--- src/design/hte_pkg.sv ---
// Package for the two-locus haplotype EM block: widths, job record, control types.
// No dependencies; every other file of the block refers to it by scoped names.
`timescale 1ns / 1ps

package hte_pkg;

  localparam int COUNT_BITS  = 16;
  localparam int FRAC_BITS   = 24;
  localparam int IN_W        = 16;
  localparam int HAP_W       = COUNT_BITS + 2;
  localparam int TOT_W       = COUNT_BITS + 5;
  localparam int SHARE_W     = FRAC_BITS + 1;
  localparam int T_W         = COUNT_BITS + FRAC_BITS;
  localparam int E_W         = COUNT_BITS + FRAC_BITS + 3;
  localparam int MUL_W       = (E_W + 1) / 2;
  localparam int MUL2_W      = 2 * MUL_W;
  localparam int PROD_W      = 2 * E_W;
  localparam int SUM_W       = PROD_W + 1;
  localparam int DIV_W       = SUM_W + FRAC_BITS;
  localparam int QBITS_W     = $clog2(SHARE_W + 1);
  localparam int FREQ_W      = 17;
  localparam int FREQ_SHIFT  = 16;
  localparam int LIMIT_W     = 10;
  localparam int TOL_W       = 24;
  localparam int TOL_SCALE   = 24;
  localparam int CMP_W       = SHARE_W + TOL_SCALE;
  localparam int CFG_IDX_W   = 1;
  localparam int CFG_DATA_W  = 24;
  localparam int QUEUE_DEPTH = 2;
  localparam int QPTR_W      = $clog2(QUEUE_DEPTH);
  localparam int QCNT_W      = $clog2(QUEUE_DEPTH + 1);
  localparam int NUM_HAP     = 4;

  localparam logic [LIMIT_W-1:0] LIMIT_RESET = LIMIT_W'(100);
  localparam logic [TOL_W-1:0]   TOL_RESET   = TOL_W'(17);

  typedef enum logic [CFG_IDX_W-1:0] {
    REG_LIMIT = 1'b0,
    REG_TOL   = 1'b1
  } cfg_reg_e;

  typedef enum logic [3:0] {
    ST_IDLE,
    ST_T1,
    ST_EXP,
    ST_MUL,
    ST_SUM,
    ST_EDIV,
    ST_CHK,
    ST_FDIV,
    ST_RES
  } back_state_e;

  typedef struct packed {
    logic [HAP_W-1:0]      uu;
    logic [HAP_W-1:0]      ul;
    logic [HAP_W-1:0]      lu;
    logic [HAP_W-1:0]      ll;
    logic [COUNT_BITS-1:0] h;
    logic [TOT_W-1:0]      tot;
    logic                  empty;
  } job_t;

  typedef struct packed {
    logic               start;
    logic [QBITS_W-1:0] steps;
  } div_req_t;

  function automatic logic [COUNT_BITS-1:0] to_count(input logic [IN_W-1:0] v);
    logic [IN_W+COUNT_BITS-1:0] ext;
    ext = {{COUNT_BITS{1'b0}}, v};
    return ext[COUNT_BITS-1:0];
  endfunction

endpackage

--- src/design/hte_if.sv ---
// Channel interfaces of the haplotype EM block: count input, result output, register write.
// Depends on hte_pkg for field widths.
`timescale 1ns / 1ps

interface hte_in_if;
  logic                   valid;
  logic                   ready;
  logic [hte_pkg::IN_W-1:0] count_r0_c0;
  logic [hte_pkg::IN_W-1:0] count_r0_c1;
  logic [hte_pkg::IN_W-1:0] count_r0_c2;
  logic [hte_pkg::IN_W-1:0] count_r1_c0;
  logic [hte_pkg::IN_W-1:0] count_r1_c1;
  logic [hte_pkg::IN_W-1:0] count_r1_c2;
  logic [hte_pkg::IN_W-1:0] count_r2_c0;
  logic [hte_pkg::IN_W-1:0] count_r2_c1;
  logic [hte_pkg::IN_W-1:0] count_r2_c2;

  modport source (
    output valid, count_r0_c0, count_r0_c1, count_r0_c2, count_r1_c0, count_r1_c1,
           count_r1_c2, count_r2_c0, count_r2_c1, count_r2_c2,
    input  ready
  );
  modport sink (
    input  valid, count_r0_c0, count_r0_c1, count_r0_c2, count_r1_c0, count_r1_c1,
           count_r1_c2, count_r2_c0, count_r2_c1, count_r2_c2,
    output ready
  );
endinterface

interface hte_out_if;
  logic                       valid;
  logic                       ready;
  logic [hte_pkg::FREQ_W-1:0] freq_upper_upper;
  logic [hte_pkg::FREQ_W-1:0] freq_upper_lower;
  logic [hte_pkg::FREQ_W-1:0] freq_lower_upper;
  logic [hte_pkg::FREQ_W-1:0] freq_lower_lower;
  logic                       not_converged;
  logic                       empty_input;

  modport source (
    output valid, freq_upper_upper, freq_upper_lower, freq_lower_upper, freq_lower_lower,
           not_converged, empty_input,
    input  ready
  );
  modport sink (
    input  valid, freq_upper_upper, freq_upper_lower, freq_lower_upper, freq_lower_lower,
           not_converged, empty_input,
    output ready
  );
endinterface

interface hte_cfg_if;
  logic                           valid;
  logic                           ready;
  logic [hte_pkg::CFG_IDX_W-1:0]  index;
  logic [hte_pkg::CFG_DATA_W-1:0] data;

  modport source (output valid, index, data, input ready);
  modport sink (input valid, index, data, output ready);
endinterface

--- src/design/hte_front.sv ---
// Front stage: accepts one word of nine genotype counts and forms the haplotype job.
// Depends on hte_pkg and hte_in_if.
`timescale 1ns / 1ps

module hte_front (
  input  logic          clk_i,
  input  logic          rst_ni,
  hte_in_if.sink        in_i,
  output logic          job_valid_o,
  input  logic          job_ready_i,
  output hte_pkg::job_t job_o
);

  logic [hte_pkg::COUNT_BITS-1:0] c0, c1, c2, c3, c4, c5, c6, c7, c8;
  logic                           valid_q, valid_d;
  hte_pkg::job_t                  job_q, job_d;
  logic                           accept;

  assign in_i.ready  = !valid_q || job_ready_i;
  assign accept      = in_i.valid && in_i.ready;
  assign job_valid_o = valid_q;
  assign job_o       = job_q;

  always_comb begin
    c0 = hte_pkg::to_count(in_i.count_r0_c0);
    c1 = hte_pkg::to_count(in_i.count_r0_c1);
    c2 = hte_pkg::to_count(in_i.count_r0_c2);
    c3 = hte_pkg::to_count(in_i.count_r1_c0);
    c4 = hte_pkg::to_count(in_i.count_r1_c1);
    c5 = hte_pkg::to_count(in_i.count_r1_c2);
    c6 = hte_pkg::to_count(in_i.count_r2_c0);
    c7 = hte_pkg::to_count(in_i.count_r2_c1);
    c8 = hte_pkg::to_count(in_i.count_r2_c2);
    job_d.uu  = hte_pkg::HAP_W'({c0, 1'b0}) + hte_pkg::HAP_W'(c1) + hte_pkg::HAP_W'(c3);
    job_d.ul  = hte_pkg::HAP_W'({c2, 1'b0}) + hte_pkg::HAP_W'(c1) + hte_pkg::HAP_W'(c5);
    job_d.lu  = hte_pkg::HAP_W'({c6, 1'b0}) + hte_pkg::HAP_W'(c3) + hte_pkg::HAP_W'(c7);
    job_d.ll  = hte_pkg::HAP_W'({c8, 1'b0}) + hte_pkg::HAP_W'(c7) + hte_pkg::HAP_W'(c5);
    job_d.h   = c4;
    job_d.tot = hte_pkg::TOT_W'(job_d.uu) + hte_pkg::TOT_W'(job_d.ul)
              + hte_pkg::TOT_W'(job_d.lu) + hte_pkg::TOT_W'(job_d.ll)
              + hte_pkg::TOT_W'({c4, 1'b0});
    job_d.empty = (job_d.tot == '0);
  end

  always_comb begin
    if (accept) begin
      valid_d = 1'b1;
    end else if (job_ready_i) begin
      valid_d = 1'b0;
    end else begin
      valid_d = valid_q;
    end
  end

  always_ff @(posedge clk_i or negedge rst_ni) begin
    if (!rst_ni) begin
      valid_q <= 1'b0;
    end else begin
      valid_q <= valid_d;
    end
  end

  always_ff @(posedge clk_i) begin
    if (accept) begin
      job_q <= job_d;
    end
  end

endmodule

--- src/design/hte_queue.sv ---
// Short job queue that decouples the front stage from the EM engine.
// Depends on hte_pkg for the job record and depth.
`timescale 1ns / 1ps

module hte_queue (
  input  logic          clk_i,
  input  logic          rst_ni,
  input  logic          push_valid_i,
  output logic          push_ready_o,
  input  hte_pkg::job_t push_job_i,
  output logic          pop_valid_o,
  input  logic          pop_ready_i,
  output hte_pkg::job_t pop_job_o
);

  hte_pkg::job_t               slot_q [hte_pkg::QUEUE_DEPTH];
  logic [hte_pkg::QPTR_W-1:0]  wr_ptr_q, wr_ptr_d, rd_ptr_q, rd_ptr_d;
  logic [hte_pkg::QCNT_W-1:0]  cnt_q, cnt_d;
  logic                        push, pop;

  assign push_ready_o = (cnt_q != hte_pkg::QCNT_W'(hte_pkg::QUEUE_DEPTH));
  assign pop_valid_o  = (cnt_q != '0);
  assign pop_job_o    = slot_q[rd_ptr_q];
  assign push         = push_valid_i && push_ready_o;
  assign pop          = pop_valid_o && pop_ready_i;

  always_comb begin
    wr_ptr_d = wr_ptr_q;
    rd_ptr_d = rd_ptr_q;
    cnt_d    = cnt_q;
    if (push) begin
      wr_ptr_d = (wr_ptr_q == hte_pkg::QPTR_W'(hte_pkg::QUEUE_DEPTH - 1)) ? '0
               : wr_ptr_q + 1'b1;
    end
    if (pop) begin
      rd_ptr_d = (rd_ptr_q == hte_pkg::QPTR_W'(hte_pkg::QUEUE_DEPTH - 1)) ? '0
               : rd_ptr_q + 1'b1;
    end
    if (push && !pop) begin
      cnt_d = cnt_q + 1'b1;
    end else if (pop && !push) begin
      cnt_d = cnt_q - 1'b1;
    end
  end

  always_ff @(posedge clk_i or negedge rst_ni) begin
    if (!rst_ni) begin
      wr_ptr_q <= '0;
      rd_ptr_q <= '0;
      cnt_q    <= '0;
    end else begin
      wr_ptr_q <= wr_ptr_d;
      rd_ptr_q <= rd_ptr_d;
      cnt_q    <= cnt_d;
    end
  end

  always_ff @(posedge clk_i) begin
    if (push) begin
      slot_q[wr_ptr_q] <= push_job_i;
    end
  end

endmodule

--- src/design/hte_div.sv ---
// Restoring divider, one quotient bit per cycle, shared by the EM step and the frequencies.
// Depends on hte_pkg; the caller supplies the divisor already aligned to the top quotient bit.
`timescale 1ns / 1ps

module hte_div (
  input  logic                        clk_i,
  input  logic                        rst_ni,
  input  hte_pkg::div_req_t           req_i,
  input  logic [hte_pkg::DIV_W-1:0]   num_i,
  input  logic [hte_pkg::DIV_W-1:0]   den_i,
  output logic                        done_o,
  output logic [hte_pkg::SHARE_W-1:0] quot_o
);

  logic                        busy_q, done_q;
  logic [hte_pkg::QBITS_W-1:0] cnt_q;
  logic [hte_pkg::DIV_W-1:0]   rem_q, dsh_q;
  logic [hte_pkg::SHARE_W-1:0] quot_q;
  logic                        ge;
  logic                        last;

  assign ge     = (rem_q >= dsh_q);
  assign last   = busy_q && (cnt_q == hte_pkg::QBITS_W'(1));
  assign done_o = done_q;
  assign quot_o = quot_q;

  always_ff @(posedge clk_i or negedge rst_ni) begin
    if (!rst_ni) begin
      busy_q <= 1'b0;
      done_q <= 1'b0;
      cnt_q  <= '0;
    end else begin
      done_q <= last;
      if (req_i.start) begin
        busy_q <= 1'b1;
        cnt_q  <= req_i.steps;
      end else if (busy_q) begin
        cnt_q <= cnt_q - 1'b1;
        if (last) begin
          busy_q <= 1'b0;
        end
      end
    end
  end

  always_ff @(posedge clk_i) begin
    if (req_i.start) begin
      rem_q  <= num_i;
      dsh_q  <= den_i;
      quot_q <= '0;
    end else if (busy_q) begin
      if (ge) begin
        rem_q <= rem_q - dsh_q;
      end
      dsh_q  <= dsh_q >> 1;
      quot_q <= {quot_q[hte_pkg::SHARE_W-2:0], ge};
    end
  end

endmodule

--- src/design/hte_back.sv ---
// EM engine: sequencer with one shared partial-product multiplier and the shared divider,
// followed by the result register. Depends on hte_pkg, hte_div and hte_out_if.
`timescale 1ns / 1ps

module hte_back (
  input  logic                        clk_i,
  input  logic                        rst_ni,
  input  logic                        job_valid_i,
  output logic                        job_ready_o,
  input  hte_pkg::job_t               job_i,
  input  logic [hte_pkg::LIMIT_W-1:0] limit_i,
  input  logic [hte_pkg::TOL_W-1:0]   tol_i,
  hte_out_if.source                   out_o
);

  localparam int F = hte_pkg::FRAC_BITS;

  hte_pkg::back_state_e state_q, state_d;

  hte_pkg::job_t                  job_q;
  logic [hte_pkg::SHARE_W-1:0]    share_q, nxt_q;
  logic [hte_pkg::LIMIT_W-1:0]    iter_q;
  logic                           stuck_q, freq_ph_q;
  logic [hte_pkg::T_W-1:0]        t1_q, t2;
  logic [hte_pkg::E_W-1:0]        e_q [hte_pkg::NUM_HAP];
  logic [hte_pkg::E_W-1:0]        e_d [hte_pkg::NUM_HAP];
  logic                           mul_sel_q;
  logic [2:0]                     mcnt_q;
  logic [1:0]                     pidx;
  logic [hte_pkg::MUL2_W-1:0]     pp_q, pp_d, a_x, b_x;
  logic [hte_pkg::MUL_W-1:0]      a_part, b_part;
  logic [hte_pkg::PROD_W-1:0]     pp_ext, acc_add, acc_q, acc_d, cis_q;
  logic [hte_pkg::SUM_W-1:0]      sum;
  logic [1:0]                     fidx_q, fsel;
  logic [hte_pkg::E_W-1:0]        fnum;
  logic [hte_pkg::FREQ_W-1:0]     freq_q [hte_pkg::NUM_HAP];
  logic [hte_pkg::SHARE_W-1:0]    diff;
  logic                           conv, last_iter, mul_last;

  hte_pkg::div_req_t              div_req;
  logic [hte_pkg::DIV_W-1:0]      div_num, div_den;
  logic                           div_done;
  logic [hte_pkg::SHARE_W-1:0]    div_quot;

  logic                           pop, res_load, em_div;
  logic                           out_valid_q;
  logic [hte_pkg::FREQ_W-1:0]     out_freq_q [hte_pkg::NUM_HAP];
  logic                           out_stuck_q, out_empty_q;

  hte_div u_div (
    .clk_i  (clk_i),
    .rst_ni (rst_ni),
    .req_i  (div_req),
    .num_i  (div_num),
    .den_i  (div_den),
    .done_o (div_done),
    .quot_o (div_quot)
  );

  // Datapath terms.
  always_comb begin
    t2 = hte_pkg::T_W'({job_q.h, {F{1'b0}}}) - t1_q;
    e_d[0] = hte_pkg::E_W'({job_q.uu, {F{1'b0}}}) + hte_pkg::E_W'(t1_q);
    e_d[1] = hte_pkg::E_W'({job_q.ul, {F{1'b0}}}) + hte_pkg::E_W'(t2);
    e_d[2] = hte_pkg::E_W'({job_q.lu, {F{1'b0}}}) + hte_pkg::E_W'(t2);
    e_d[3] = hte_pkg::E_W'({job_q.ll, {F{1'b0}}}) + hte_pkg::E_W'(t1_q);

    a_x    = hte_pkg::MUL2_W'(mul_sel_q ? e_q[1] : e_q[0]);
    b_x    = hte_pkg::MUL2_W'(mul_sel_q ? e_q[2] : e_q[3]);
    a_part = mcnt_q[1] ? a_x[hte_pkg::MUL2_W-1:hte_pkg::MUL_W] : a_x[hte_pkg::MUL_W-1:0];
    b_part = mcnt_q[0] ? b_x[hte_pkg::MUL2_W-1:hte_pkg::MUL_W] : b_x[hte_pkg::MUL_W-1:0];
    pp_d   = hte_pkg::MUL2_W'(a_part) * hte_pkg::MUL2_W'(b_part);
    pidx   = mcnt_q[1:0] - 2'd1;
    pp_ext = hte_pkg::PROD_W'(pp_q);
    case (pidx)
      2'd0:    acc_add = pp_ext;
      2'd1:    acc_add = pp_ext << hte_pkg::MUL_W;
      2'd2:    acc_add = pp_ext << hte_pkg::MUL_W;
      default: acc_add = pp_ext << hte_pkg::MUL2_W;
    endcase
    acc_d    = acc_q + acc_add;
    mul_last = (mcnt_q == 3'd4);

    sum  = hte_pkg::SUM_W'(cis_q) + hte_pkg::SUM_W'(acc_q);
    diff = (nxt_q > share_q) ? nxt_q - share_q : share_q - nxt_q;
    conv = ((hte_pkg::CMP_W'(diff) << hte_pkg::TOL_SCALE)
            < (hte_pkg::CMP_W'(tol_i) << F));
    last_iter = ((iter_q + 1'b1) == limit_i);
  end

  // Next state.
  always_comb begin
    state_d = state_q;
    case (state_q)
      hte_pkg::ST_IDLE: begin
        if (job_valid_i) begin
          state_d = job_i.empty ? hte_pkg::ST_RES : hte_pkg::ST_T1;
        end
      end
      hte_pkg::ST_T1: state_d = hte_pkg::ST_EXP;
      hte_pkg::ST_EXP: state_d = freq_ph_q ? hte_pkg::ST_FDIV : hte_pkg::ST_MUL;
      hte_pkg::ST_MUL: begin
        if (mul_last && mul_sel_q) begin
          state_d = hte_pkg::ST_SUM;
        end
      end
      hte_pkg::ST_SUM: state_d = (sum == '0) ? hte_pkg::ST_CHK : hte_pkg::ST_EDIV;
      hte_pkg::ST_EDIV: begin
        if (div_done) begin
          state_d = hte_pkg::ST_CHK;
        end
      end
      hte_pkg::ST_CHK: state_d = hte_pkg::ST_T1;
      hte_pkg::ST_FDIV: begin
        if (div_done && (fidx_q == 2'd3)) begin
          state_d = hte_pkg::ST_RES;
        end
      end
      hte_pkg::ST_RES: begin
        if (!out_valid_q || out_o.ready) begin
          state_d = hte_pkg::ST_IDLE;
        end
      end
      default: state_d = hte_pkg::ST_IDLE;
    endcase
  end

  // Control outputs of the sequencer.
  always_comb begin
    job_ready_o   = (state_q == hte_pkg::ST_IDLE);
    pop           = job_ready_o && job_valid_i;
    res_load      = (state_q == hte_pkg::ST_RES) && (!out_valid_q || out_o.ready);
    em_div        = (state_q == hte_pkg::ST_SUM);
    fsel          = (state_q == hte_pkg::ST_EXP) ? 2'd0 : fidx_q + 2'd1;
    fnum          = (state_q == hte_pkg::ST_EXP) ? e_d[0] : e_q[fsel];
    div_req.start = (em_div && (sum != '0))
                  || ((state_q == hte_pkg::ST_EXP) && freq_ph_q)
                  || ((state_q == hte_pkg::ST_FDIV) && div_done && (fidx_q != 2'd3));
    div_req.steps = em_div ? hte_pkg::QBITS_W'(hte_pkg::SHARE_W)
                           : hte_pkg::QBITS_W'(hte_pkg::FREQ_W);
    if (em_div) begin
      div_num = hte_pkg::DIV_W'({cis_q, {F{1'b0}}});
      div_den = hte_pkg::DIV_W'({sum, {F{1'b0}}});
    end else begin
      div_num = hte_pkg::DIV_W'({fnum, {hte_pkg::FREQ_SHIFT{1'b0}}});
      div_den = hte_pkg::DIV_W'({job_q.tot, {(F + hte_pkg::FREQ_SHIFT){1'b0}}});
    end
  end

  always_ff @(posedge clk_i or negedge rst_ni) begin
    if (!rst_ni) begin
      state_q     <= hte_pkg::ST_IDLE;
      out_valid_q <= 1'b0;
    end else begin
      state_q <= state_d;
      if (res_load) begin
        out_valid_q <= 1'b1;
      end else if (out_o.ready) begin
        out_valid_q <= 1'b0;
      end
    end
  end

  always_ff @(posedge clk_i) begin
    case (state_q)
      hte_pkg::ST_IDLE: begin
        if (pop) begin
          job_q  <= job_i;
          iter_q <= '0;
          if (job_i.h == '0) begin
            share_q   <= '0;
            stuck_q   <= 1'b0;
            freq_ph_q <= 1'b1;
          end else begin
            share_q   <= hte_pkg::SHARE_W'(1) << (F - 1);
            stuck_q   <= 1'b1;
            freq_ph_q <= (limit_i == '0);
          end
        end
      end
      hte_pkg::ST_T1: begin
        t1_q <= hte_pkg::T_W'(job_q.h) * hte_pkg::T_W'(share_q);
      end
      hte_pkg::ST_EXP: begin
        e_q       <= e_d;
        mcnt_q    <= '0;
        mul_sel_q <= 1'b0;
        acc_q     <= '0;
        fidx_q    <= '0;
      end
      hte_pkg::ST_MUL: begin
        pp_q <= pp_d;
        if (mul_last) begin
          mcnt_q <= '0;
          if (!mul_sel_q) begin
            cis_q     <= acc_d;
            acc_q     <= '0;
            mul_sel_q <= 1'b1;
          end else begin
            acc_q <= acc_d;
          end
        end else begin
          mcnt_q <= mcnt_q + 3'd1;
          if (mcnt_q != 3'd0) begin
            acc_q <= acc_d;
          end
        end
      end
      hte_pkg::ST_SUM: begin
        if (sum == '0) begin
          nxt_q <= share_q;
        end
      end
      hte_pkg::ST_EDIV: begin
        if (div_done) begin
          nxt_q <= div_quot;
        end
      end
      hte_pkg::ST_CHK: begin
        share_q <= nxt_q;
        iter_q  <= iter_q + 1'b1;
        if (conv) begin
          stuck_q   <= 1'b0;
          freq_ph_q <= 1'b1;
        end else if (last_iter) begin
          freq_ph_q <= 1'b1;
        end
      end
      hte_pkg::ST_FDIV: begin
        if (div_done) begin
          freq_q[fidx_q] <= div_quot[hte_pkg::FREQ_W-1:0];
          fidx_q         <= fidx_q + 2'd1;
        end
      end
      default: begin
      end
    endcase
    if (res_load) begin
      for (int k = 0; k < hte_pkg::NUM_HAP; k++) begin
        out_freq_q[k] <= job_q.empty ? '0 : freq_q[k];
      end
      out_stuck_q <= !job_q.empty && stuck_q;
      out_empty_q <= job_q.empty;
    end
  end

  assign out_o.valid            = out_valid_q;
  assign out_o.freq_upper_upper = out_freq_q[0];
  assign out_o.freq_upper_lower = out_freq_q[1];
  assign out_o.freq_lower_upper = out_freq_q[2];
  assign out_o.freq_lower_lower = out_freq_q[3];
  assign out_o.not_converged    = out_stuck_q;
  assign out_o.empty_input      = out_empty_q;

endmodule

--- src/design/two_locus_haplotype_em_top.sv ---
// Top level of the two-locus haplotype EM block: register file, front stage, queue, engine.
// Depends on hte_pkg, hte_if, hte_front, hte_queue and hte_back.
//
// Use: one word on in_i carries the nine genotype counts of a 3x3 table; one word on out_o
// returns the four haplotype frequencies (unsigned Q1.16) and the two flags. cfg_i writes
// register 0 (iteration limit) and register 1 (tolerance); it is always ready, and the user must
// write it only while the block holds no word in flight; the block itself does not enforce this.
// Each EM step takes two four-piece products on the shared multiplier and, unless their
// sum is zero, a pass through the shared bit-serial divider; the four frequencies take
// one pass each on that divider.
// One table is worked at a time; the front stage and a two-word queue take further tables
// meanwhile, and the result register holds a finished word while the next table runs.
// When the receiver stalls, the result waits in its register and the engine waits after the
// next table is done; the front side fills and then drops in_i.ready.
// Reset clears all handshakes and loads the limit with 100 and the tolerance with 17.
`timescale 1ns / 1ps

module two_locus_haplotype_em_top (
  input  logic      clk_i,
  input  logic      rst_ni,
  hte_in_if.sink    in_i,
  hte_out_if.source out_o,
  hte_cfg_if.sink   cfg_i
);

  logic [hte_pkg::LIMIT_W-1:0] limit_q;
  logic [hte_pkg::TOL_W-1:0]   tol_q;
  logic                        fr_valid, fr_ready, bk_valid, bk_ready;
  hte_pkg::job_t               fr_job, bk_job;

  assign cfg_i.ready = 1'b1;

  always_ff @(posedge clk_i or negedge rst_ni) begin
    if (!rst_ni) begin
      limit_q <= hte_pkg::LIMIT_RESET;
      tol_q   <= hte_pkg::TOL_RESET;
    end else if (cfg_i.valid) begin
      case (hte_pkg::cfg_reg_e'(cfg_i.index))
        hte_pkg::REG_LIMIT: limit_q <= cfg_i.data[hte_pkg::LIMIT_W-1:0];
        hte_pkg::REG_TOL:   tol_q   <= cfg_i.data[hte_pkg::TOL_W-1:0];
        default: begin
        end
      endcase
    end
  end

  hte_front u_front (
    .clk_i       (clk_i),
    .rst_ni      (rst_ni),
    .in_i        (in_i),
    .job_valid_o (fr_valid),
    .job_ready_i (fr_ready),
    .job_o       (fr_job)
  );

  hte_queue u_queue (
    .clk_i        (clk_i),
    .rst_ni       (rst_ni),
    .push_valid_i (fr_valid),
    .push_ready_o (fr_ready),
    .push_job_i   (fr_job),
    .pop_valid_o  (bk_valid),
    .pop_ready_i  (bk_ready),
    .pop_job_o    (bk_job)
  );

  hte_back u_back (
    .clk_i       (clk_i),
    .rst_ni      (rst_ni),
    .job_valid_i (bk_valid),
    .job_ready_o (bk_ready),
    .job_i       (bk_job),
    .limit_i     (limit_q),
    .tol_i       (tol_q),
    .out_o       (out_o)
  );

`ifndef SYNTH
  a_empty_zero: assert property (@(posedge clk_i) disable iff (!rst_ni)
    out_o.valid && out_o.empty_input |->
      out_o.freq_upper_upper == '0 && out_o.freq_upper_lower == '0 &&
      out_o.freq_lower_upper == '0 && out_o.freq_lower_lower == '0 &&
      !out_o.not_converged)
    else $error("empty table gave nonzero result");

  a_freq_range: assert property (@(posedge clk_i) disable iff (!rst_ni)
    out_o.valid |->
      out_o.freq_upper_upper <= 17'h10000 && out_o.freq_upper_lower <= 17'h10000 &&
      out_o.freq_lower_upper <= 17'h10000 && out_o.freq_lower_lower <= 17'h10000)
    else $error("frequency above one");

  a_queue_flow: assert property (@(posedge clk_i) disable iff (!rst_ni)
    !fr_ready |-> bk_valid)
    else $error("queue full but reports no word");
`endif

endmodule
--- src/flat_wrapper.sv ---
// flat-port wrapper written by rule: the top's interface ports become plain ports
module two_locus_haplotype_em_top_flat 
  (clk_i, rst_ni, in_i_valid, in_i_count_r0_c0, in_i_count_r0_c1, in_i_count_r0_c2, in_i_count_r1_c0, in_i_count_r1_c1, in_i_count_r1_c2, in_i_count_r2_c0, in_i_count_r2_c1, in_i_count_r2_c2, in_i_ready, out_o_valid, out_o_freq_upper_upper, out_o_freq_upper_lower, out_o_freq_lower_upper, out_o_freq_lower_lower, out_o_not_converged, out_o_empty_input, out_o_ready, cfg_i_valid, cfg_i_index, cfg_i_data, cfg_i_ready);
  hte_in_if in_i_i ();
  hte_out_if out_o_i ();
  hte_cfg_if cfg_i_i ();
  input  logic clk_i;
  input  logic rst_ni;
  input wire logic [$bits(in_i_i.valid)-1:0] in_i_valid;
  input wire logic [$bits(in_i_i.count_r0_c0)-1:0] in_i_count_r0_c0;
  input wire logic [$bits(in_i_i.count_r0_c1)-1:0] in_i_count_r0_c1;
  input wire logic [$bits(in_i_i.count_r0_c2)-1:0] in_i_count_r0_c2;
  input wire logic [$bits(in_i_i.count_r1_c0)-1:0] in_i_count_r1_c0;
  input wire logic [$bits(in_i_i.count_r1_c1)-1:0] in_i_count_r1_c1;
  input wire logic [$bits(in_i_i.count_r1_c2)-1:0] in_i_count_r1_c2;
  input wire logic [$bits(in_i_i.count_r2_c0)-1:0] in_i_count_r2_c0;
  input wire logic [$bits(in_i_i.count_r2_c1)-1:0] in_i_count_r2_c1;
  input wire logic [$bits(in_i_i.count_r2_c2)-1:0] in_i_count_r2_c2;
  output wire logic [$bits(in_i_i.ready)-1:0] in_i_ready;
  output wire logic [$bits(out_o_i.valid)-1:0] out_o_valid;
  output wire logic [$bits(out_o_i.freq_upper_upper)-1:0] out_o_freq_upper_upper;
  output wire logic [$bits(out_o_i.freq_upper_lower)-1:0] out_o_freq_upper_lower;
  output wire logic [$bits(out_o_i.freq_lower_upper)-1:0] out_o_freq_lower_upper;
  output wire logic [$bits(out_o_i.freq_lower_lower)-1:0] out_o_freq_lower_lower;
  output wire logic [$bits(out_o_i.not_converged)-1:0] out_o_not_converged;
  output wire logic [$bits(out_o_i.empty_input)-1:0] out_o_empty_input;
  input wire logic [$bits(out_o_i.ready)-1:0] out_o_ready;
  input wire logic [$bits(cfg_i_i.valid)-1:0] cfg_i_valid;
  input wire logic [$bits(cfg_i_i.index)-1:0] cfg_i_index;
  input wire logic [$bits(cfg_i_i.data)-1:0] cfg_i_data;
  output wire logic [$bits(cfg_i_i.ready)-1:0] cfg_i_ready;
  assign in_i_i.valid = in_i_valid;
  assign in_i_i.count_r0_c0 = in_i_count_r0_c0;
  assign in_i_i.count_r0_c1 = in_i_count_r0_c1;
  assign in_i_i.count_r0_c2 = in_i_count_r0_c2;
  assign in_i_i.count_r1_c0 = in_i_count_r1_c0;
  assign in_i_i.count_r1_c1 = in_i_count_r1_c1;
  assign in_i_i.count_r1_c2 = in_i_count_r1_c2;
  assign in_i_i.count_r2_c0 = in_i_count_r2_c0;
  assign in_i_i.count_r2_c1 = in_i_count_r2_c1;
  assign in_i_i.count_r2_c2 = in_i_count_r2_c2;
  assign in_i_ready = in_i_i.ready;
  assign out_o_valid = out_o_i.valid;
  assign out_o_freq_upper_upper = out_o_i.freq_upper_upper;
  assign out_o_freq_upper_lower = out_o_i.freq_upper_lower;
  assign out_o_freq_lower_upper = out_o_i.freq_lower_upper;
  assign out_o_freq_lower_lower = out_o_i.freq_lower_lower;
  assign out_o_not_converged = out_o_i.not_converged;
  assign out_o_empty_input = out_o_i.empty_input;
  assign out_o_i.ready = out_o_ready;
  assign cfg_i_i.valid = cfg_i_valid;
  assign cfg_i_i.index = cfg_i_index;
  assign cfg_i_i.data = cfg_i_data;
  assign cfg_i_ready = cfg_i_i.ready;
  two_locus_haplotype_em_top u_core (.clk_i(clk_i), .rst_ni(rst_ni), .in_i(in_i_i), .out_o(out_o_i), .cfg_i(cfg_i_i));
endmodule
--- config.mk ---
export PLATFORM = sky130hd
export DESIGN_NAME = two_locus_haplotype_em_top_flat
export DESIGN_NICKNAME = d
export VERILOG_FILES = /design/src/design/hte_pkg.sv /design/src/design/hte_if.sv /design/src/design/hte_front.sv /design/src/design/hte_queue.sv /design/src/design/hte_div.sv /design/src/design/hte_back.sv /design/src/design/two_locus_haplotype_em_top.sv /design/src/flat_wrapper.sv
export SDC_FILE = /design/constraint.sdc
export NUM_CORES = 2
export LEC_CHECK = 0
export ABC_AREA = 1
export BUFFER_PORTS_ARGS = -buffer_cell sky130_fd_sc_hd__clkbuf_2
export CAP_MARGIN = 20
export CORE_UTILIZATION = 59
export CTS_CLUSTER_DIAMETER = 120
export DETAILED_ROUTE_END_ITERATION = 10
export PLACE_DENSITY = 0.88
export SLEW_MARGIN = 30
export SYNTH_ARGS = -nofsm -noshare
export SYNTH_HDL_FRONTEND = slang
export SYNTH_SLANG_ARGS = --single-unit
--- constraint.sdc ---
create_clock -name clk_i -period 10.8 [get_ports clk_i]
set_input_delay 1.08 -clock clk_i [delete_from_list [all_inputs] [get_ports clk_i]]
set_output_delay 1.08 -clock clk_i [all_outputs]
set_load 0.01 [all_outputs]
After elaboration in Yosys (flattened, before gate mapping)
Memory sizes are Yosys's and may differ from the RTL's.
Index checks and enable logic that the tools add are counted.
{"block": "classes", "addsub": 31, "multipliers": 2, "magnitude_cmp": 4, "eq_ne": 28, "mux": 79, "bitwise": 3, "reduce_logical": 55}
{"operator": "111-bit two-way mux", "count": 6}
{"operator": "86-bit one-hot mux with 2 select lines", "count": 2}
{"operator": "86-bit two-way mux", "count": 3}
{"operator": "43-bit two-way mux", "count": 5}
{"operator": "42-bit by 40-bit adder with 43-bit output", "count": 4}
{"operator": "111-bit >= comparator", "count": 1}
{"operator": "111-bit subtractor", "count": 1}
{"operator": "110-bit two-way mux", "count": 1}
{"operator": "25-bit two-way mux", "count": 4}
{"operator": "25-bit one-hot mux with 2 select lines", "count": 2}
{"operator": "86-bit by 86-bit adder with 87-bit output", "count": 1}
{"operator": "87-bit logical NOT", "count": 1}
{"operator": "87-bit nonzero test", "count": 1}
{"operator": "86-bit adder", "count": 1}
{"operator": "43-bit binary-select mux with 2-bit select", "count": 1}
{"operator": "17-bit by 16-bit adder with 18-bit output", "count": 4}
{"operator": "18-bit by 16-bit adder with 18-bit output", "count": 4}
{"operator": "17-bit two-way mux", "count": 4}
{"operator": "25-bit subtractor", "count": 2}
{"operator": "49-bit by 48-bit less-than comparator with 1-bit output", "count": 1}
{"operator": "22-bit by 22-bit multiplier with 44-bit output", "count": 1}
{"operator": "22-bit two-way mux", "count": 2}
{"operator": "16-bit by 25-bit multiplier with 40-bit output", "count": 1}
{"operator": "40-bit subtractor", "count": 1}
{"operator": "52 further kinds", "count": 148}
{"block": "word_totals", "reg_bits": 1016, "ramBits": 356, "inputBits": 174, "output_inout_bits": 73, "elab_cells": 251, "n_memories": 3}
{"name": "u_core.u_queue.slot_q", "depth": 2, "width": 110, "read_ports": 1, "rd_clocked_by_memory_dff": 0, "wr": 1, "line": "hte_queue.sv:16", "text": "hte_pkg::job_t slot_q [hte_pkg::QUEUE_DEPTH];"}
{"name": "u_core.u_back.freq_q", "depth": 4, "width": 17, "read_ports": 4, "rd_clocked_by_memory_dff": 0, "wr": 1, "line": "hte_back.sv:36", "text": "logic [hte_pkg::FREQ_W-1:0] freq_q [hte_pkg::NUM_HAP];"}
{"name": "u_core.u_back.out_freq_q", "depth": 4, "width": 17, "read_ports": 4, "rd_clocked_by_memory_dff": 0, "wr": 4, "line": "hte_back.sv:47", "text": "logic [hte_pkg::FREQ_W-1:0] out_freq_q [hte_pkg::NUM_HAP];"}

Depth between registers and ports, before layout
{"block": "logic_depth", "word_depth": 9, "ltp_mapped": 36, "ltp_nobuf": 34}

Hierarchy
Synthesis repeated with hierarchy kept, for this count alone.
{"block": "hier_totals", "hier_cells": 15527, "hier_area_um2": 121103.6}
{"module": "hte_back", "n_inst": 1, "cells_each": 10110, "area_each_um2": 78721.8}
{"module": "hte_div", "n_inst": 1, "cells_each": 3686, "area_each_um2": 22730.6}
{"module": "hte_front", "n_inst": 1, "cells_each": 977, "area_each_um2": 10045.9}
{"module": "hte_queue", "n_inst": 1, "cells_each": 603, "area_each_um2": 8200.4}
{"module": "two_locus_haplotype_em_top", "n_inst": 1, "cells_each": 151, "area_each_um2": 1405.1}

Worst setup path after synthesis
Ideal clock, no wire load.
{"block": "synth_timing", "path_kind": "register to register", "from": "register u_core.u_back.state_q[3]", "to": "register u_core.u_back.cis_q[0] in the netlist's numbering (enable)", "setup_time_ps": 636, "arrival_ps": 8772, "t_required_ps": 10164, "setup_slack_ps": 1392, "path_stages_with_launch": 6, "path_buffers": 0, "path_cell_list": "dfrtp_1 > nor2_1 > inv_1 > nor2_1 > inv_1 > nor3_1"}
{"block": "synth_between", "elab_chain_len": 2}
{"item": "from (decl)", "line": "hte_back.sv:18", "text": "hte_pkg::back_state_e state_q, state_d;"}
{"item": "from (signal assigned)", "line": "hte_back.sv:152", "text": "state_q <= hte_pkg::ST_IDLE;"}
{"item": "from (signal assigned)", "line": "hte_back.sv:155", "text": "state_q <= state_d;"}
{"item": "4-bit by 2-bit == test with 1-bit output", "line": "hte_back.sv:165", "text": "case (state_q)"}
{"item": "3-bit AND reduction (no line)"}
{"item": "to (signal assigned)", "line": "hte_back.sv:196", "text": "cis_q <= acc_d;"}
{"item": "to (decl)", "line": "hte_back.sv:32", "text": "logic [hte_pkg::PROD_W-1:0] pp_ext, acc_add, acc_q, acc_d, cis_q;"}
No other way between the ends.
A chain may end at the register's enable or synchronous reset.

Worst setup path in the final report
{"block": "layout_timing", "from": "register u_core.u_back.mcnt_q[1]", "to": "register u_core.u_back.pp_q[41] in the netlist's numbering, data pin"}
{"block": "layout_between", "elab_chain_len": 2}
{"item": "from (decl)", "line": "hte_back.sv:28", "text": "logic [2:0] mcnt_q;"}
{"item": "from (signal assigned)", "line": "hte_back.sv:203", "text": "mcnt_q <= mcnt_q + 3'd1;"}
{"item": "22-bit two-way mux", "line": "hte_back.sv:70", "text": "a_part = mcnt_q[1] ? a_x[hte_pkg::MUL2_W-1:hte_pkg::MUL_W] : a_x[hte_pkg::MUL_W-1:0];"}
{"item": "22-bit by 22-bit multiplier with 44-bit output", "line": "hte_back.sv:72", "text": "pp_d = hte_pkg::MUL2_W'(a_part) * hte_pkg::MUL2_W'(b_part);"}
{"item": "net u_core.u_back.pp_d (one bit)", "line": "hte_back.sv:30", "text": "logic [hte_pkg::MUL2_W-1:0] pp_q, pp_d, a_x, b_x;"}
{"item": "to (signal assigned)", "line": "hte_back.sv:192", "text": "pp_q <= pp_d;"}
{"item": "to (decl)", "line": "hte_back.sv:30"}
The timed path passes the listed nets, and every way through them passes these cells.

==> results_dict.tcl <==
set metrics [dict create \
    status "complete, no violations" \
    synth_top_area_share_pct 32.4 \
    grt-ovfl-total 0 \
    arrival_ns 9.79 \
    min_period_over_period_pct 85.4 \
    synth_compound_area_share_pct 9.99 \
    synth.area.top_cells "edfxtp_1 32%, fa_1 15%, nand2_1 11%" \
    layout_common_cells "3331 x nand2_1, 2692 x inv_1, 1444 x nor2_1, 1243 x edfxtp_1, 840 x fa_1" \
    ys_seq_area_share_pct 33.9 \
    antenna_found_initial 25 \
    yosys.area_share.simple_pct 18.6 \
    grt_pass1_wl_um 610000 \
    synth_top_family_by_area "adder cells" \
    dieArea_sq_um 197000 \
    path_class "flip-flop to flip-flop" \
    numClockSinks 1319 \
    syn_area_sq_um 115000 \
    multi_input_area_sq_um 64500 \
    firstDrtPassIters 9 \
    cpMaxStageDelayCell "edfxtp_1" \
    syn_inst 14000 \
    seq_area_sq_um 39100 \
    fp.dieW_um 444 \
    synth_fa_ha_area_share_pct 23.3 \
    fin_nets 16000 \
    synth_flop_cell "edfxtp_1" \
    clk_pin_slew_ns 0.07 \
    fin_crit_ns 9.22 \
    synth_fp_nets 15900 \
    ys_ff_latch 1319 \
    io_buffers 245 \
    finalSetupViolCount 0 \
    insertion_delay_ns 0.85 \
    post_cts_buffers 0 \
    slew_viol_final 0 \
    ios 247 \
    htreeDepth 4 \
    syn_to_final_growth_pct 7.91 \
    dr_total_vias 99100 \
    drc 0 \
    hp-class "input pin to asynchronous set/reset pin" \
    die_h_um 444 \
    synthMuxAreaShare_pct 0.0705 \
    rsz0062_at_grt "no" \
    drt-initial-drc-count 11100 \
    nFillCells 16300 \
    drt.antenna.violating_nets 0 \
    crit_path_start_kind "flip-flop" \
    synth-edff-count 1243 \
    drive_gt1_share_pct 5.69 \
    rows 161 \
    timing.fmax_ghz 0.108 \
    cts_resized 0 \
    grt_max_degree 134 \
    drt-total-wl_um 416000 \
    wl_per_cell_um 24.7 \
    synthXorXnorAreaFrac_pct 3.83 \
    critPathMostFrequentCell "inv_1" \
    ctsHoldBuffers 0 \
    start_util_pct 59.6 \
    slowest_delay_ns 0.87 \
    grt.total_usage_pct 42.1 \
    required_ns 11.38 \
    maxCapViolCount 0 \
    synth_largest_area_cell "edfxtp_1" \
    syn_area_per_cell_sq_um 8.21 \
    cts_buffer_depth 3 \
    critPathMaxFanout 26 \
    finClkSkew_ns 0.0660 \
    grt_pass1_vias 98900 \
    ys_types 67 \
    core_sq_um 193000 \
    place_congestion 1.11 \
    ys.warnings.count 0 \
    async_flop_share_pct 3.87 \
    numCtsBuffers 145 \
    tightestPinTransition_ns 1.23 \
    end_kind "flip-flop" \
    tns_ns 0 \
    root_buffer "clkbuf_16" \
    final_common_cell "nand2_1" \
    viasPerCell 5.87 \
    relSlewSlack_pct 17.0 \
    hold_viol 0 \
    cts_tree "yes" \
    hpwl_um 338000 \
]
## metal layers
metal	share of wire, %	track usage (%)	vias up
li1	-	-	45000
met1	35	48.5	46900
met2	46	68.1	5626
met3	9.6	8.60	1500
met4	9.8	34.1	14
met5	0.029	0	-
## path summary, 6_finish.rpt
path	cells past startpoint	to	slack [ns]	startpoint
max reg2reg	34	u_core.u_back.pp_q[41]$_DFFE_PP_	1.58	u_core.u_back.mcnt_q[1]$_SDFFCE_PP0P_
min in group clk_i	0	u_core.u_queue.slot_q[0][30]$_DFFE_PP_	0.42	u_core.u_front.job_o[30]$_DFFE_PP_
min reg2reg	0	u_core.u_queue.slot_q[0][30]$_DFFE_PP_	0.42	u_core.u_front.job_o[30]$_DFFE_PP_
min	2	u_core.tol_q[1]$_DFFE_PN0P_	0.40	rst_ni
max	34	u_core.u_back.pp_q[41]$_DFFE_PP_	1.58	u_core.u_back.mcnt_q[1]$_SDFFCE_PP0P_
max in group asynchronous	2	u_core.u_queue.rd_ptr_q$_DFFE_PN0P_	9.85	rst_ni
## final cells by class
cell class	count	area share, %
multi-input cells	9604	51.9
well taps	2526	2.54
inverters	2762	8.34
clock inverters	94	0.878
diodes	13	0.0261
repair buffers	384	1.85
flip-flops and latches	1319	31.4
clock buffers	172	3.08
## sequential cells by signal (all words and copies together), names as in the netlist, 4 cells and up
signal	flops
u_core.u_queue.slot_q	218
u_core.u_back.e_q	123
u_core.u_back.u_div.dsh_q	111
u_core.u_back.u_div.rem_q	111
u_core.u_back.job_q	109
u_core.u_front.job_o	109
u_core.u_back.acc_q	86
u_core.u_back.cis_q	86
u_core.u_back.freq_q	68
u_core.u_back.out_freq_q	68
u_core.u_back.pp_q	44
u_core.u_back.t1_q	40
u_core.u_back.nxt_q	25
u_core.u_back.share_q	25
u_core.u_back.u_div.quot_o	25
u_core.tol_q	24
u_core.limit_q	10
u_core.u_back.iter_q	10
u_core.u_back.u_div.cnt_q	5
u_core.u_back.state_q	4
## stage by stage
step                      hold WS [ns]  utilization [%]  cells  instance area, sq um  worst slack [ns]
after global routing             0.438             64.3  16900                124000              1.08
final                            0.398             64.3  16900                124000              1.58
after detailed placement         0.430             61.8  16600                119000              1.78
after global placement           0.421             61.7  16600                119000              1.81
after floorplan                  0.421                -  14000                115000              1.39
after CTS                        0.373             64.3  16900                124000              1.75
## worst max-delay path: cells and delay by family (launching register included)
kind / cells / cell delay, ns
fa+ha+maj: 8 / 3.89
buf+inv: 11 / 1.83
compound gates: 7 / 1.22
simple gates: 7 / 0.98
flops: 1 / 0.87
xor+xnor: 1 / 0.15
## cell families (layout without fill, tap and decap cells)
| kind of cell | Yosys count | in the layout |
|---|---|---|
| xor gates and xnor gates | 504 | 504 |
| muxes | 8 | 8 |
| AOI/OAI and AO/OA | 2025 | 2025 |
| DFF | 1319 | 1319 |
| and+or+nand+nor | 5425 | 5425 |
| buffers and inverters | 3119 | 3412 |
| other | 1 | 14 |
| adders and majority gates | 1641 | 1641 |
## synth_stat cells, types with 6 or more instances
| master | count |
|---|---|
| o31ai_1 | 10 |
| nor2_1 | 1454 |
| o21a_1 | 47 |
| dfxtp_1 | 25 |
| and3_1 | 14 |
| a221oi_1 | 9 |
| mux2i_1 | 7 |
| fa_1 | 840 |
| nand4_1 | 56 |
| buf_6 | 18 |
| nand3b_1 | 27 |
| clkinv_1 | 23 |
| o221ai_1 | 16 |
| a21boi_0 | 28 |
| nor4_1 | 32 |
| o211ai_1 | 45 |
| inv_1 | 2695 |
| clkbuf_1 | 296 |
| a21o_1 | 49 |
| nor3_1 | 102 |
| xnor2_1 | 191 |
| dfrtp_1 | 46 |
| ha_1 | 801 |
| nor2_2 | 14 |
| o32ai_1 | 23 |
| o21ai_1 | 26 |
| nand3_1 | 364 |
| inv_2 | 44 |
| a211oi_1 | 15 |
| buf_1 | 24 |
| o22ai_1 | 33 |
| o2111ai_1 | 9 |
| or2_2 | 11 |
| a21oi_1 | 785 |
| a31oi_1 | 106 |
| o21bai_1 | 48 |
| nand2_1 | 3331 |
| buf_2 | 12 |
| o21ai_0 | 676 |
| o21ai_2 | 51 |
| a21oi_2 | 28 |
| buf_4 | 6 |
| xor2_1 | 313 |
| edfxtp_1 | 1243 |
Power is left out: the tool's default activity adds up to more than one toggle a clock period on the data nets, which glitch-free logic cannot reach.
